$ cat config.mk
export PLATFORM = sky130hd
export DESIGN_NAME = sort_rows_by_row_min_desc
export DESIGN_NICKNAME = d
export VERILOG_FILES = /design/src/rtl/sortrm_pkg.sv /design/src/rtl/sort_rows_by_row_min_desc.sv
export VERILOG_INCLUDE_DIRS = /design/src /design/src/rtl
export SDC_FILE = /design/constraint.sdc
export NUM_CORES = 2
export LEC_CHECK = 0
export BUFFER_PORTS_ARGS = -buffer_cell sky130_fd_sc_hd__buf_2
export CORE_UTILIZATION = 55
export DETAILED_ROUTE_END_ITERATION = 12
export MAX_ROUTING_LAYER = met4
export PLACE_DENSITY = 0.71
export SYNTH_ARGS = -nofsm -noshare
export SYNTH_HDL_FRONTEND = slang
export SYNTH_SLANG_ARGS = --single-unit
$ cat constraint.sdc
create_clock -name clock -period 11 [get_ports clock]
set_input_delay 2.2 -clock clock [delete_from_list [all_inputs] [get_ports clock]]
set_output_delay 2.2 -clock clock [all_outputs]
set_load 0.1 [all_outputs]
$ cat src/rtl/sort_rows_by_row_min_desc_macros.svh
// Assertion macros used by the row sorter RTL.
`ifndef SORT_ROWS_BY_ROW_MIN_DESC_MACROS_SVH
`define SORT_ROWS_BY_ROW_MIN_DESC_MACROS_SVH
`ifndef SYNTH
// Same-cycle implication: cons holds whenever ante holds.
`define SRMD_ASSERT_IMP(lbl, clk, rst, ante, cons) \
   lbl: assert property (@(posedge clk) disable iff (rst) (ante) |-> (cons)) \
      else $error("row sorter: implication check failed");
// Next-cycle implication: cons holds in the cycle after ante.
`define SRMD_ASSERT_NXT(lbl, clk, rst, ante, cons) \
   lbl: assert property (@(posedge clk) disable iff (rst) (ante) |=> (cons)) \
      else $error("row sorter: next-cycle check failed");
`else
`define SRMD_ASSERT_IMP(lbl, clk, rst, ante, cons)
`define SRMD_ASSERT_NXT(lbl, clk, rst, ante, cons)
`endif
`endif

$ cat src/rtl/sortrm_pkg.sv
// Types and constants of the row sorter.
package sortrm_pkg;
   localparam int MAX_ROWS   = 8;
   localparam int MAX_COLS   = 8;
   localparam int CELLS      = MAX_ROWS * MAX_COLS;
   localparam int ROW_W      = $clog2(MAX_ROWS);
   localparam int COL_W      = $clog2(MAX_COLS);
   localparam int ROW_CNT_W  = $clog2(MAX_ROWS + 1);
   localparam int COL_CNT_W  = $clog2(MAX_COLS + 1);
   localparam int CELL_AW    = $clog2(CELLS);
   localparam int CELL_CNT_W = $clog2(CELLS + 1);
   localparam int ELEM_W     = 32;
   localparam int CSR_DW     = 4;
   localparam int CSR_IDX_W  = 1;

   localparam logic [CSR_IDX_W-1:0] REG_NUM_ROWS = 1'b0;
   localparam logic [CSR_IDX_W-1:0] REG_NUM_COLS = 1'b1;

   // One sort slot: a row's key and the row's place in the store.
   typedef struct packed {
      logic signed [ELEM_W-1:0] key;
      logic [ROW_W-1:0]         row;
   } slot_type;
endpackage

$ cat src/rtl/sort_rows_by_row_min_desc.sv
// Row sorter: sorts matrix rows by row minimum, largest first, and streams them out.
// Load: one beat per cycle; each row's minimum is tracked as its elements arrive.
// Sort: a selection sort over the row keys, one key compare per scan cycle on the shared comparator.
// Emit: each beat takes a registered matrix store read, then an output register load that waits for the receiver.
// req_ready is low from the last loaded beat until the final result beat is registered; with
// a zero size beats are taken and dropped. Reset (sync, high) clears control and sizes only.
`include "sort_rows_by_row_min_desc_macros.svh"
module sort_rows_by_row_min_desc (
   input  logic                                 clock,
   input  logic                                 reset,
   input  logic                                 csr_wr_en,
   input  logic [sortrm_pkg::CSR_IDX_W-1:0]     csr_index,
   input  logic [sortrm_pkg::CSR_DW-1:0]        csr_wdata,
   input  logic                                 req_valid,
   output logic                                 req_ready,
   input  logic signed [sortrm_pkg::ELEM_W-1:0] req_element,
   output logic                                 rsp_valid,
   input  logic                                 rsp_ready,
   output logic signed [sortrm_pkg::ELEM_W-1:0] rsp_element_res,
   output logic                                 rsp_last
);
   import sortrm_pkg::*;

   typedef enum logic [2:0] {
      ST_LOAD,
      ST_SEL_INIT,
      ST_SEL_SCAN,
      ST_SWAP_I,
      ST_SWAP_B,
      ST_EMIT_RD,
      ST_EMIT_PUT
   } state_type;

   // Control and sequencer registers.
   state_type                state_ff, state_in;
   logic [CSR_DW-1:0]        num_rows_ff, num_rows_in;
   logic [CSR_DW-1:0]        num_cols_ff, num_cols_in;
   logic [CELL_CNT_W-1:0]    load_count_ff, load_count_in;
   logic [ROW_W-1:0]         row_ff, row_in;
   logic [COL_W-1:0]         col_ff, col_in;
   logic [ROW_W-1:0]         i_ff, i_in;
   logic [ROW_CNT_W-1:0]     j_ff, j_in;
   logic [ROW_W-1:0]         p_ff, p_in;
   logic [COL_W-1:0]         c_ff, c_in;
   logic                     rsp_valid_ff, rsp_valid_in;

   // Payload registers.
   logic signed [ELEM_W-1:0] run_min_ff, run_min_in;
   slot_type                 best_ff, best_in;
   logic [ROW_W-1:0]         best_pos_ff, best_pos_in;
   slot_type                 save_ff, save_in;
   logic signed [ELEM_W-1:0] rsp_elem_ff, rsp_elem_in;
   logic                     rsp_last_ff, rsp_last_in;
   logic signed [ELEM_W-1:0] rd_q_ff;

   // Storage: the matrix as loaded (never moved) and the slot table that carries the order.
   logic signed [ELEM_W-1:0] matrix_ff [CELLS];
   slot_type                 slot_ff [MAX_ROWS];

   logic [ROW_CNT_W-1:0]     rows_eff;
   logic [COL_CNT_W-1:0]     cols_eff;
   logic [CELL_CNT_W-1:0]    total;
   logic                     req_take;
   logic                     load_take;
   logic                     rsp_take;
   logic [ROW_W-1:0]         slot_ra;
   slot_type                 slot_rd;
   logic                     slot_we;
   logic [ROW_W-1:0]         slot_wa;
   slot_type                 slot_wd;
   logic signed [ELEM_W-1:0] cmp_a;
   logic signed [ELEM_W-1:0] cmp_b;
   logic                     cmp_lt;
   logic signed [ELEM_W-1:0] key_new;
   logic                     col_last;
   logic                     load_last;
   logic [ROW_W+COL_CNT_W-1:0] row_base;
   logic [CELL_AW-1:0]       emit_addr;
   logic                     emit_last;
   logic                     col_last_emit;

   // Clamp counts above the store size.
   assign rows_eff = (num_rows_ff > MAX_ROWS) ? ROW_CNT_W'(MAX_ROWS) : ROW_CNT_W'(num_rows_ff);
   assign cols_eff = (num_cols_ff > MAX_COLS) ? COL_CNT_W'(MAX_COLS) : COL_CNT_W'(num_cols_ff);
   assign total    = CELL_CNT_W'(rows_eff * cols_eff);

   // Always take beats while loading; drop them when either size is zero.
   assign req_ready = (state_ff == ST_LOAD);
   assign req_take  = req_valid && req_ready;
   assign load_take = req_take && (total != '0);
   assign rsp_take  = rsp_valid_ff && rsp_ready;

   // Single slot read port: row i at selection start, row j while scanning, position p on emit.
   always_comb begin
      case (state_ff)
         ST_SEL_INIT: slot_ra = i_ff;
         ST_SEL_SCAN: slot_ra = j_ff[ROW_W-1:0];
         default:     slot_ra = p_ff;
      endcase
   end
   assign slot_rd = slot_ff[slot_ra];

   // Shared signed comparator: running minimum on load, best key against candidate on scan.
   always_comb begin
      if (state_ff == ST_SEL_SCAN) begin
         cmp_a = best_ff.key;
         cmp_b = slot_rd.key;
      end else begin
         cmp_a = req_element;
         cmp_b = run_min_ff;
      end
   end
   assign cmp_lt = cmp_a < cmp_b;

   assign key_new   = ((col_ff == '0) || cmp_lt) ? req_element : run_min_ff;
   assign col_last  = (COL_CNT_W'(col_ff) == cols_eff - 1'b1);
   assign load_last = (load_count_ff + 1'b1 == total);

   // Emit address: the row held at position p, column c.
   assign row_base  = slot_rd.row * cols_eff;
   assign emit_addr = CELL_AW'(row_base) + CELL_AW'(c_ff);
   assign emit_last = (ROW_CNT_W'(p_ff) == rows_eff - 1'b1) && col_last_emit;

   assign col_last_emit = (COL_CNT_W'(c_ff) == cols_eff - 1'b1);

   always_comb begin
      state_in      = state_ff;
      num_rows_in   = num_rows_ff;
      num_cols_in   = num_cols_ff;
      load_count_in = load_count_ff;
      row_in        = row_ff;
      col_in        = col_ff;
      i_in          = i_ff;
      j_in          = j_ff;
      p_in          = p_ff;
      c_in          = c_ff;
      rsp_valid_in  = rsp_valid_ff && !rsp_take;
      run_min_in    = run_min_ff;
      best_in       = best_ff;
      best_pos_in   = best_pos_ff;
      save_in       = save_ff;
      rsp_elem_in   = rsp_elem_ff;
      rsp_last_in   = rsp_last_ff;
      slot_we       = 1'b0;
      slot_wa       = row_ff;
      slot_wd       = '{key: key_new, row: row_ff};

      case (state_ff)
         ST_LOAD: begin
            if (load_take) begin
               run_min_in    = key_new;
               load_count_in = load_count_ff + 1'b1;
               if (col_last) begin
                  // Row complete: file its key under its own row number.
                  slot_we = 1'b1;
                  col_in  = '0;
                  row_in  = row_ff + 1'b1;
               end else begin
                  col_in  = col_ff + 1'b1;
               end
               if (load_last) begin
                  load_count_in = '0;
                  row_in        = '0;
                  col_in        = '0;
                  i_in          = '0;
                  state_in      = ST_SEL_INIT;
               end
            end
         end
         ST_SEL_INIT: begin
            best_in     = slot_rd;
            save_in     = slot_rd;
            best_pos_in = i_ff;
            j_in        = ROW_CNT_W'(i_ff) + 1'b1;
            state_in    = ST_SEL_SCAN;
         end
         ST_SEL_SCAN: begin
            if (j_ff == rows_eff) begin
               state_in = ST_SWAP_I;
            end else begin
               // Strictly larger key wins, so the first of equal keys stays.
               if (cmp_lt) begin
                  best_in     = slot_rd;
                  best_pos_in = j_ff[ROW_W-1:0];
               end
               j_in = j_ff + 1'b1;
            end
         end
         ST_SWAP_I: begin
            slot_we  = 1'b1;
            slot_wa  = i_ff;
            slot_wd  = best_ff;
            state_in = ST_SWAP_B;
         end
         ST_SWAP_B: begin
            slot_we = 1'b1;
            slot_wa = best_pos_ff;
            slot_wd = save_ff;
            if (ROW_CNT_W'(i_ff) == rows_eff - 1'b1) begin
               p_in     = '0;
               c_in     = '0;
               state_in = ST_EMIT_RD;
            end else begin
               i_in     = i_ff + 1'b1;
               state_in = ST_SEL_INIT;
            end
         end
         ST_EMIT_RD: begin
            state_in = ST_EMIT_PUT;
         end
         ST_EMIT_PUT: begin
            if (!rsp_valid_ff || rsp_ready) begin
               rsp_valid_in = 1'b1;
               rsp_elem_in  = rd_q_ff;
               rsp_last_in  = emit_last;
               if (emit_last) begin
                  state_in = ST_LOAD;
               end else begin
                  state_in = ST_EMIT_RD;
                  if (col_last_emit) begin
                     c_in = '0;
                     p_in = p_ff + 1'b1;
                  end else begin
                     c_in = c_ff + 1'b1;
                  end
               end
            end
         end
         default: begin
            state_in = ST_LOAD;
         end
      endcase

      // Size writes restart loading.
      if (csr_wr_en) begin
         if (csr_index == REG_NUM_ROWS) begin
            num_rows_in = csr_wdata;
         end else if (csr_index == REG_NUM_COLS) begin
            num_cols_in = csr_wdata;
         end
         load_count_in = '0;
         row_in        = '0;
         col_in        = '0;
      end
   end

   always_ff @(posedge clock) begin
      if (reset) begin
         state_ff      <= ST_LOAD;
         num_rows_ff   <= '0;
         num_cols_ff   <= '0;
         load_count_ff <= '0;
         row_ff        <= '0;
         col_ff        <= '0;
         i_ff          <= '0;
         j_ff          <= '0;
         p_ff          <= '0;
         c_ff          <= '0;
         rsp_valid_ff  <= 1'b0;
      end else begin
         state_ff      <= state_in;
         num_rows_ff   <= num_rows_in;
         num_cols_ff   <= num_cols_in;
         load_count_ff <= load_count_in;
         row_ff        <= row_in;
         col_ff        <= col_in;
         i_ff          <= i_in;
         j_ff          <= j_in;
         p_ff          <= p_in;
         c_ff          <= c_in;
         rsp_valid_ff  <= rsp_valid_in;
      end
      run_min_ff  <= run_min_in;
      best_ff     <= best_in;
      best_pos_ff <= best_pos_in;
      save_ff     <= save_in;
      rsp_elem_ff <= rsp_elem_in;
      rsp_last_ff <= rsp_last_in;
   end

   // Matrix store: write on each loaded beat, registered read for emit.
   always_ff @(posedge clock) begin
      if (load_take) begin
         matrix_ff[load_count_ff[CELL_AW-1:0]] <= req_element;
      end
      rd_q_ff <= matrix_ff[emit_addr];
   end

   // Slot table: one write port shared by key filing and the swap steps.
   always_ff @(posedge clock) begin
      if (slot_we) begin
         slot_ff[slot_wa] <= slot_wd;
      end
   end

   assign rsp_valid       = rsp_valid_ff;
   assign rsp_element_res = rsp_elem_ff;
   assign rsp_last        = rsp_last_ff;

   // The final loaded beat hands over to the sort.
   `SRMD_ASSERT_NXT(a_load_to_sort, clock, reset, load_take && load_last && !csr_wr_en, state_ff == ST_SEL_INIT)
   // The scan index never passes the row count and always sits past the position being filled.
   `SRMD_ASSERT_IMP(a_scan_range, clock, reset, state_ff == ST_SEL_SCAN, (j_ff <= rows_eff) && (j_ff > ROW_CNT_W'(i_ff)))
   // The chosen row lies at or after the position it is swapped into.
   `SRMD_ASSERT_IMP(a_best_order, clock, reset, state_ff == ST_SWAP_B, best_pos_ff >= i_ff)
   // Input is refused for the whole sort and emit.
   `SRMD_ASSERT_IMP(a_busy_no_ready, clock, reset, state_ff != ST_LOAD, !req_ready)
   // The final beat sends the sequencer back to loading.
   `SRMD_ASSERT_NXT(a_last_to_load, clock, reset, (state_ff == ST_EMIT_PUT) && (!rsp_valid_ff || rsp_ready) && emit_last, (state_ff == ST_LOAD) && rsp_valid && rsp_last)
endmodule

## Word level (Yosys, flattened, before mapping)

Memories as Yosys holds them, arrays and structs flattened. A register that Yosys moved wholly into a read port is not among the register bits.
Cells that the tools add are included.
Widths: inputs -> output; s select.

- Muxes and demuxes: 50
- Bitwise logic cells: 1
- Equality and inequality tests: 22
- Order comparisons: 3
- Multiply operators: 2
- $add $sub $neg: 11
- Reduce and logical (&&, ||, !) cells: 29

Operators with widths:

| kind | count |
|---|---|
| $pmux 35 s2 | 2 |
| $mux 32 | 3 |
| $mux 35 | 2 |
| $mux 3 | 22 |
| $pmux 3 s2 | 6 |
| $lt 32x32->1 | 1 |
| $pmux 3 s7 | 1 |
| $eq 3x4->1 | 4 |
| $add 3x1->3 const B | 5 |
| $ne 2x2->1 const B | 7 |
| $mux 4 | 3 |
| $reduce_and 4->1 | 3 |
| $reduce_and 2->1 | 5 |
| $eq 3x3->1 const B | 3 |
| $gt 4x4->1 const B | 2 |
| $mux 1 | 8 |
| $pmux 4 s2 | 1 |
| $reduce_bool 2->1 | 4 |
| $sub 4x1->4 const B | 2 |
| $add 7x1->7 const B | 1 |
| $eq 7x7->1 | 1 |
| $mul 4x4->7 | 1 |
| $mux 7 | 1 |
| $reduce_bool 7->1 | 1 |
| other kinds (17) | 29 |

- Flip-flop bits (word level): 176
- Memory bits (writable): 2328
- Memories kept: 2
- Logic and storage cells: 139
- Output and inout bits: 35
- Bits of input ports: 42

Memories:

| memory | depth | bits a word | rd ports | clocked after memory_dff | write ports | line | text |
|---|---|---|---|---|---|---|---|
| matrix_ff | 64 | 32 | 1 | 1 | 1 | sort_rows_by_row_min_desc.sv:57 | `logic signed [ELEM_W-1:0] matrix_ff [CELLS];` |
| slot_ff | 8 | 35 | 1 | 0 | 1 | sort_rows_by_row_min_desc.sv:58 | `slot_type slot_ff [MAX_ROWS];` |

## Depth between registers and ports, before layout

- Depth after elaboration: 9
- Gate-level depth with buffers: 25

## Worst setup path after synthesis

Ideal clock, no wire load.

- Path kind: register to register
- Start: register state_ff[0]
- End: memory matrix_ff[28][0] (enable)
- Cell stages (with the launch flop): 9
- Period minus slack after synthesis: 6.866 ns
- Path buffers: 3
- Arrival time: 6.445 ns
- Library setup time: 0.421 ns
- Setup slack: 4.134 ns
- Required time: 10.579 ns
- Cells stage by stage: dfxtp_1 -> buf_2 -> buf_1 -> nor3_1 -> o211ai_1 -> inv_1 -> clkbuf_1 -> nand3_1 -> nor2_1

- Longest elaborated chain between the ends: 5

Ends and longest elaborated chain:

| what | line | text |
|---|---|---|
| start: declaration | sort_rows_by_row_min_desc.sv:35 | `state_type state_ff, state_in;` |
| start signal: assignment | sort_rows_by_row_min_desc.sv:261 | `state_ff <= state_in;` |
| $logic_not 3->1 | sort_rows_by_row_min_desc.sv:88 | `assign req_ready = (state_ff == ST_LOAD);` |
| named net req_ready | sort_rows_by_row_min_desc.sv:15 | `output logic req_ready,` |
| $logic_and 1x1->1 | sort_rows_by_row_min_desc.sv:89 | `assign req_take = req_valid && req_ready;` |
| $logic_and 1x1->1 | sort_rows_by_row_min_desc.sv:90 | `assign load_take = req_take && (total != '0);` |
| $mux 1 | sort_rows_by_row_min_desc.sv:283 | `if (load_take) begin` |
| $mux 1 (not written as such) | sort_rows_by_row_min_desc.sv:284 | `matrix_ff[load_count_ff[CELL_AW-1:0]] <= req_element;` |
| end: declaration | sort_rows_by_row_min_desc.sv:57 |  |

The timed path passes the listed nets, and every way through them passes these cells.

## Worst setup path after layout

- Start: register state_ff[1]
- End: register rd_q_ff[16], read port of matrix_ff

- Longest elaborated chain between the ends: 5

Ends and longest elaborated chain:

| what | line | text |
|---|---|---|
| $eq 3x2->1 / $eq 3x1->1 (equally long branches) | sort_rows_by_row_min_desc.sv:95 | `case (state_ff)` |
| $pmux 3 s2 (*) | sort_rows_by_row_min_desc.sv:95 |  |
| $mem_v2 8x35 (*) | n/a |  |
| $mul 3x4->6 (*) | sort_rows_by_row_min_desc.sv:120 | `assign row_base = slot_rd.row * cols_eff;` |
| $add 6x3->6 (*) | sort_rows_by_row_min_desc.sv:121 | `assign emit_addr = CELL_AW'(row_base) + CELL_AW'(c_ff);` |
| end: declaration | sort_rows_by_row_min_desc.sv:54 | `logic signed [ELEM_W-1:0] rd_q_ff;` |

Every way passes the cells marked *; elsewhere a longest branch is shown, timed or not.
A chain may end at the register's enable or synchronous reset.

==> results.md <==
Setup path:
- The worst setup path is captured at a flop.
- The data required time at the worst endpoint is 11.75 ns.
- In this run the worst path has a maximum fanout of between 100 and 150.
- Counting cells, the worst reg-to-reg path comes to 16.
- The type of element launching the critical path is a flop.
- For the worst setup path, the data arrival time is 8.10 ns.
- By startpoint and endpoint, the worst setup path is classified as flop to flop.

Logic synthesis:
- Among all flip-flop cells after synthesis, the most frequent one is edfxtp_1.
- The total nets after synthesis is approximately 4700.
- Counting distinct cell types in the post-synthesis netlist gives roughly 70.
- The flop and latch count out of synthesis is between 2000 and 3000.
- The share of the synthesized area in the top cell type is 0.744.
- The proportion of register bits with asynchronous set or reset after synthesis is 0.
- The share of the Yosys chip area taken by registers is 0.758.
- The synthesized cell area is 99600 µm².
- The synthesis warning total is 0.
- After synthesis, the cell types taking the most area are edfxtp_1 74%, mux4_2 15%, dfxtp_1 1.4%.
- A synthesized cell averages ~22 µm².
- The synthesized instance count is approximately 4600.
- edfxtp_1 takes more of the synthesized area than any other cell.
- The number of enable-type register cells in the synthesized netlist is 2466.

Routing:
- The count of nets left with antenna violations once routing finished came out at 0.
- The DRC violation total after the first TritonRoute iteration is ~7000.
- The number of vias per cell is 6.64.
- The routed layout has roughly 50000 vias.
- The routed design has 252 mm of wire.
- The first-pass iteration count of the detailed router is 6.
- The routed length per instance is 34.3 µm.
- For this run, design rule violations remaining after detail routing come to 0.

Timing:
- The share of the clock period used by the worst path is 0.669.
- The number of max-slew violations in the final report was 0.
- Across the routed clock network, the largest skew measured is 0.0650 ns.
- The tightest slew margin relative to the limit is 0.209.
- The accumulated negative setup slack is 0 ns.
- The worst setup margin is 3.64 ns.
- The number of hold violations in the final report is 0.
- The slew at the pin closest to its max-slew limit is 1.19 ns.
- Setup repair after global routing left no endpoint under its margin.
- For this run, the top clock speed supported by timing is approximately 140 MHz.
- The minimum clock period is ~7.4 ns.
- Setup violations remaining at the end of the flow were counted as 0.

Power and ir drop:
- Of the total power, the share spent switching nets is 0.209.
- IR analysis of the VDD net gives a maximum drop of approximately 0.2 mV.
- The register share of total power is 0.551.
- In this run the static leakage power is 34.6 nW.
- The share of total power dissipated in the clock network is 0.416.
- Summed over all nets, the switching power comes to just over 4 mW.
- Dividing total power by cell area gives a power density of 175 nW/µm².
- Cell internal power was estimated by the tool at 15.5 mW.
- Of the total power, combinational logic draws 0.033.

Clocking:
- The root buffer cell chosen for the clock tree is clkbuf_16.
- The number of H-tree levels is 4.
- The CTS tree is built.
- The number of sinks on the clock net is between 2000 and 3000.
- The CTS buffer count is 237.
- The number of buffers added for setup after CTS is 0.
- The latest clock arrival within the worst-skew pair is between 0.8 and 0.9 ns.
- The number of buffers added to fix hold violations after cts is 0.
- After clock tree synthesis, the clock-pin slew on the worst setup and hold paths is ~0.06 ns.
- Post-CTS repair changed the size of 0 cells.
- The number of buffers between clock root and the deepest sink is 3.

Global route:
- The most utilized layer in the global route result is met2.
- The number of antenna violations at the first check in global routing came to 23.
- The wire length of the first global-routing pass is about 360 mm.
- Entering global routing, the biggest net connects between 100 and 150 pins.
- Summed over all layers, the global routing overflow is 0.
- In the global route stage, met1 resource usage came out at 0.400.
- The met2 demand-to-capacity share in global routing is 0.448.
- The via count of the first global-routing pass was 48178.
- For this run, global-route usage on met3 was measured as 0.0551.
- The aggregate global-route resource usage is 0.290.

Final layout:
- Of the cells placed in the final design, the portion with a size suffix greater than 1 is 0.289.
- The area taken by multi-input logic gates is between 20000 and 25000 µm².
- The number of nets in the layout is approximately 4900.
- The sequential cells in the finished layout cover a total of around 75000 µm².
- From synthesis to final layout, the design area changed by 12.1%.
- The final-layout fill cell count is ~12000.

Floorplanning:
- The initial standard-cell utilization of the core is 0.556.
- The die covers 183000 µm².
- The horizontal die dimension is 427 µm.
- The region available for standard cell placement spans about 180000 µm².
- The cell row count is ~160.
- The die span in y is between 400 and 500 µm.
- Pin placement for this block handled 77 I/O pins.

Place:
- The pre-CTS setup slack is between 3 and 4 ns.
- The detailed placement HPWL is 135 mm.
- The count of buffers added on input and output ports is 76.
- The placer congestion estimate is between 0.8 and 0.9.

Job:
- The tool flagged a number of max-cap violations equal to 0.

Worst hold path:
- The path type of the worst min-delay path is flop to flop.
- The worst hold path was traced through 0 stages.

Outcome:
- The run finished with clean final reports.
-- per-stage QoR --
step                      total power, mW   util  hold slack (ns)  cells  cell area [µm²]
final                                19.5  0.623            0.415   7352           112000
after detailed placement             11.6  0.579            0.399   6889           104000
after floorplan                      11.3      -            0.386   4561            99600
after global placement               11.6  0.579            0.388   6889           104000
after global routing                 20.0  0.623            0.423   7348           112000
after CTS                            19.6  0.623            0.415   7342           112000
-- area by class of cell --
class | instances | area share
antenna | 10 | 0.000224
clock buffer | 312 | 0.0570
clock inverter | 141 | 0.0127
inverter | 29 | 0.000975
multi-input combinational | 1746 | 0.212
sequential | 2536 | 0.676
tap | 2355 | 0.0264
timing repair buffer | 223 | 0.0145
-- state kept, by name (all words and copies together), names as in the netlist, 4 cells and up --
signal and cells:
best_ff 35, j_ff 4, load_count_ff 7, matrix_ff 2048, num_cols_ff 4, num_rows_ff 4, rd_q_ff 32, rsp_element_res 32
run_min_ff 32, save_ff 35, slot_ff 280
-- critical path: stages (launching register included) --
cell and delay (ns):
dfxtp_1 0.69, nand2b_1 0.14, o22a_1 0.24, o221ai_4 0.20, buf_12 0.64, mux2_2 0.42, o211ai_1 0.15, o21ai_1 0.19
and2_1 0.25, fa_1 0.53, inv_1 0.05, fa_1 0.47, inv_1 0.06, fa_4 1.24, buf_12 0.63, mux4_2 0.68
mux4_2 0.48
-- kinds of logic after synthesis --
group,synth area share
buffers and inverters,0.0114
DFF,0.758
AOI/OAI and AO/OA,0.0169
and+or+nand+nor,0.0219
adders and majority gates,0.00927
xor gates and xnor gates,0.00408
muxes,0.179
-- per-layer routing --
layer / share of wire / up-vias
li1: - / 19585
met1: 0.38 / 25939
met2: 0.49 / 2850
met3: 0.11 / 412
met4: 0.026 / 0
met5: 0 / -
-- cell usage in the layout (no fill, tap or decap), drive strengths merged, types with 6 or more instances in the layout --
cell and instances:
a21o 13, a21oi 106, a22oi 36, and2 24
buf 223, bufinv 19, clkbuf 312, clkinv 107
clkinvlp 9, dfxtp 70, diode 10, edfxtp 2466
fa 8, ha 61, inv 35, mux2 132
mux2i 115, mux4 672, nand2 108, nand2b 6
nand3 19, nand3b 38, nand4 41, nor2 155
nor2b 17, nor3 13, o211ai 39, o21ai 49
xnor2 30, xor2 13
-- power by group through the flow --
stage               clock (mW)  sequential (mW)  combinational (mW)
floorplan                    0             10.9               0.365
global placement             0             11.0               0.621
detailed placement           0             11.0               0.640
CTS                       8.20             10.8               0.643
global route              8.55             10.8               0.691
finish                    8.13             10.8               0.647
-- cells in the mapped netlist, types with 3 or more instances --
cell type,n
a21o_1,13
a21oi_1,105
a221o_1,5
a22oi_1,36
a31oi_1,3
and2_1,22
buf_1,57
buf_2,19
buf_4,4
buf_6,7
clkbuf_1,163
dfxtp_1,70
edfxtp_1,2466
fa_1,8
ha_1,61
inv_1,28
mux2_1,33
mux2_2,99
mux2i_1,115
mux4_2,672
nand2_1,107
nand2b_1,6
nand3_1,19
nand3b_1,38
nand4_1,41
nor2_1,155
nor2b_1,17
nor3_1,11
nor3b_1,3
o211ai_1,38
o21a_1,3
o21ai_0,8
o21ai_1,40
or4_1,5
xnor2_1,29
xor2_1,13
-- worst paths after layout --
kind                                   to  slack [ns]                startpoint
min reg2reg  rsp_element_res[3]$_DFFE_PP_        0.42        rd_q_ff[3]$_DFF_P_
max reg2reg           rd_q_ff[16]$_DFF_P_        3.64  state_ff[1]$_SDFFE_PP0P_
min          rsp_element_res[3]$_DFFE_PP_        0.42        rd_q_ff[3]$_DFF_P_
max                   rd_q_ff[16]$_DFF_P_        3.64  state_ff[1]$_SDFFE_PP0P_
Note: power is estimated with default switching activity, not from simulation.
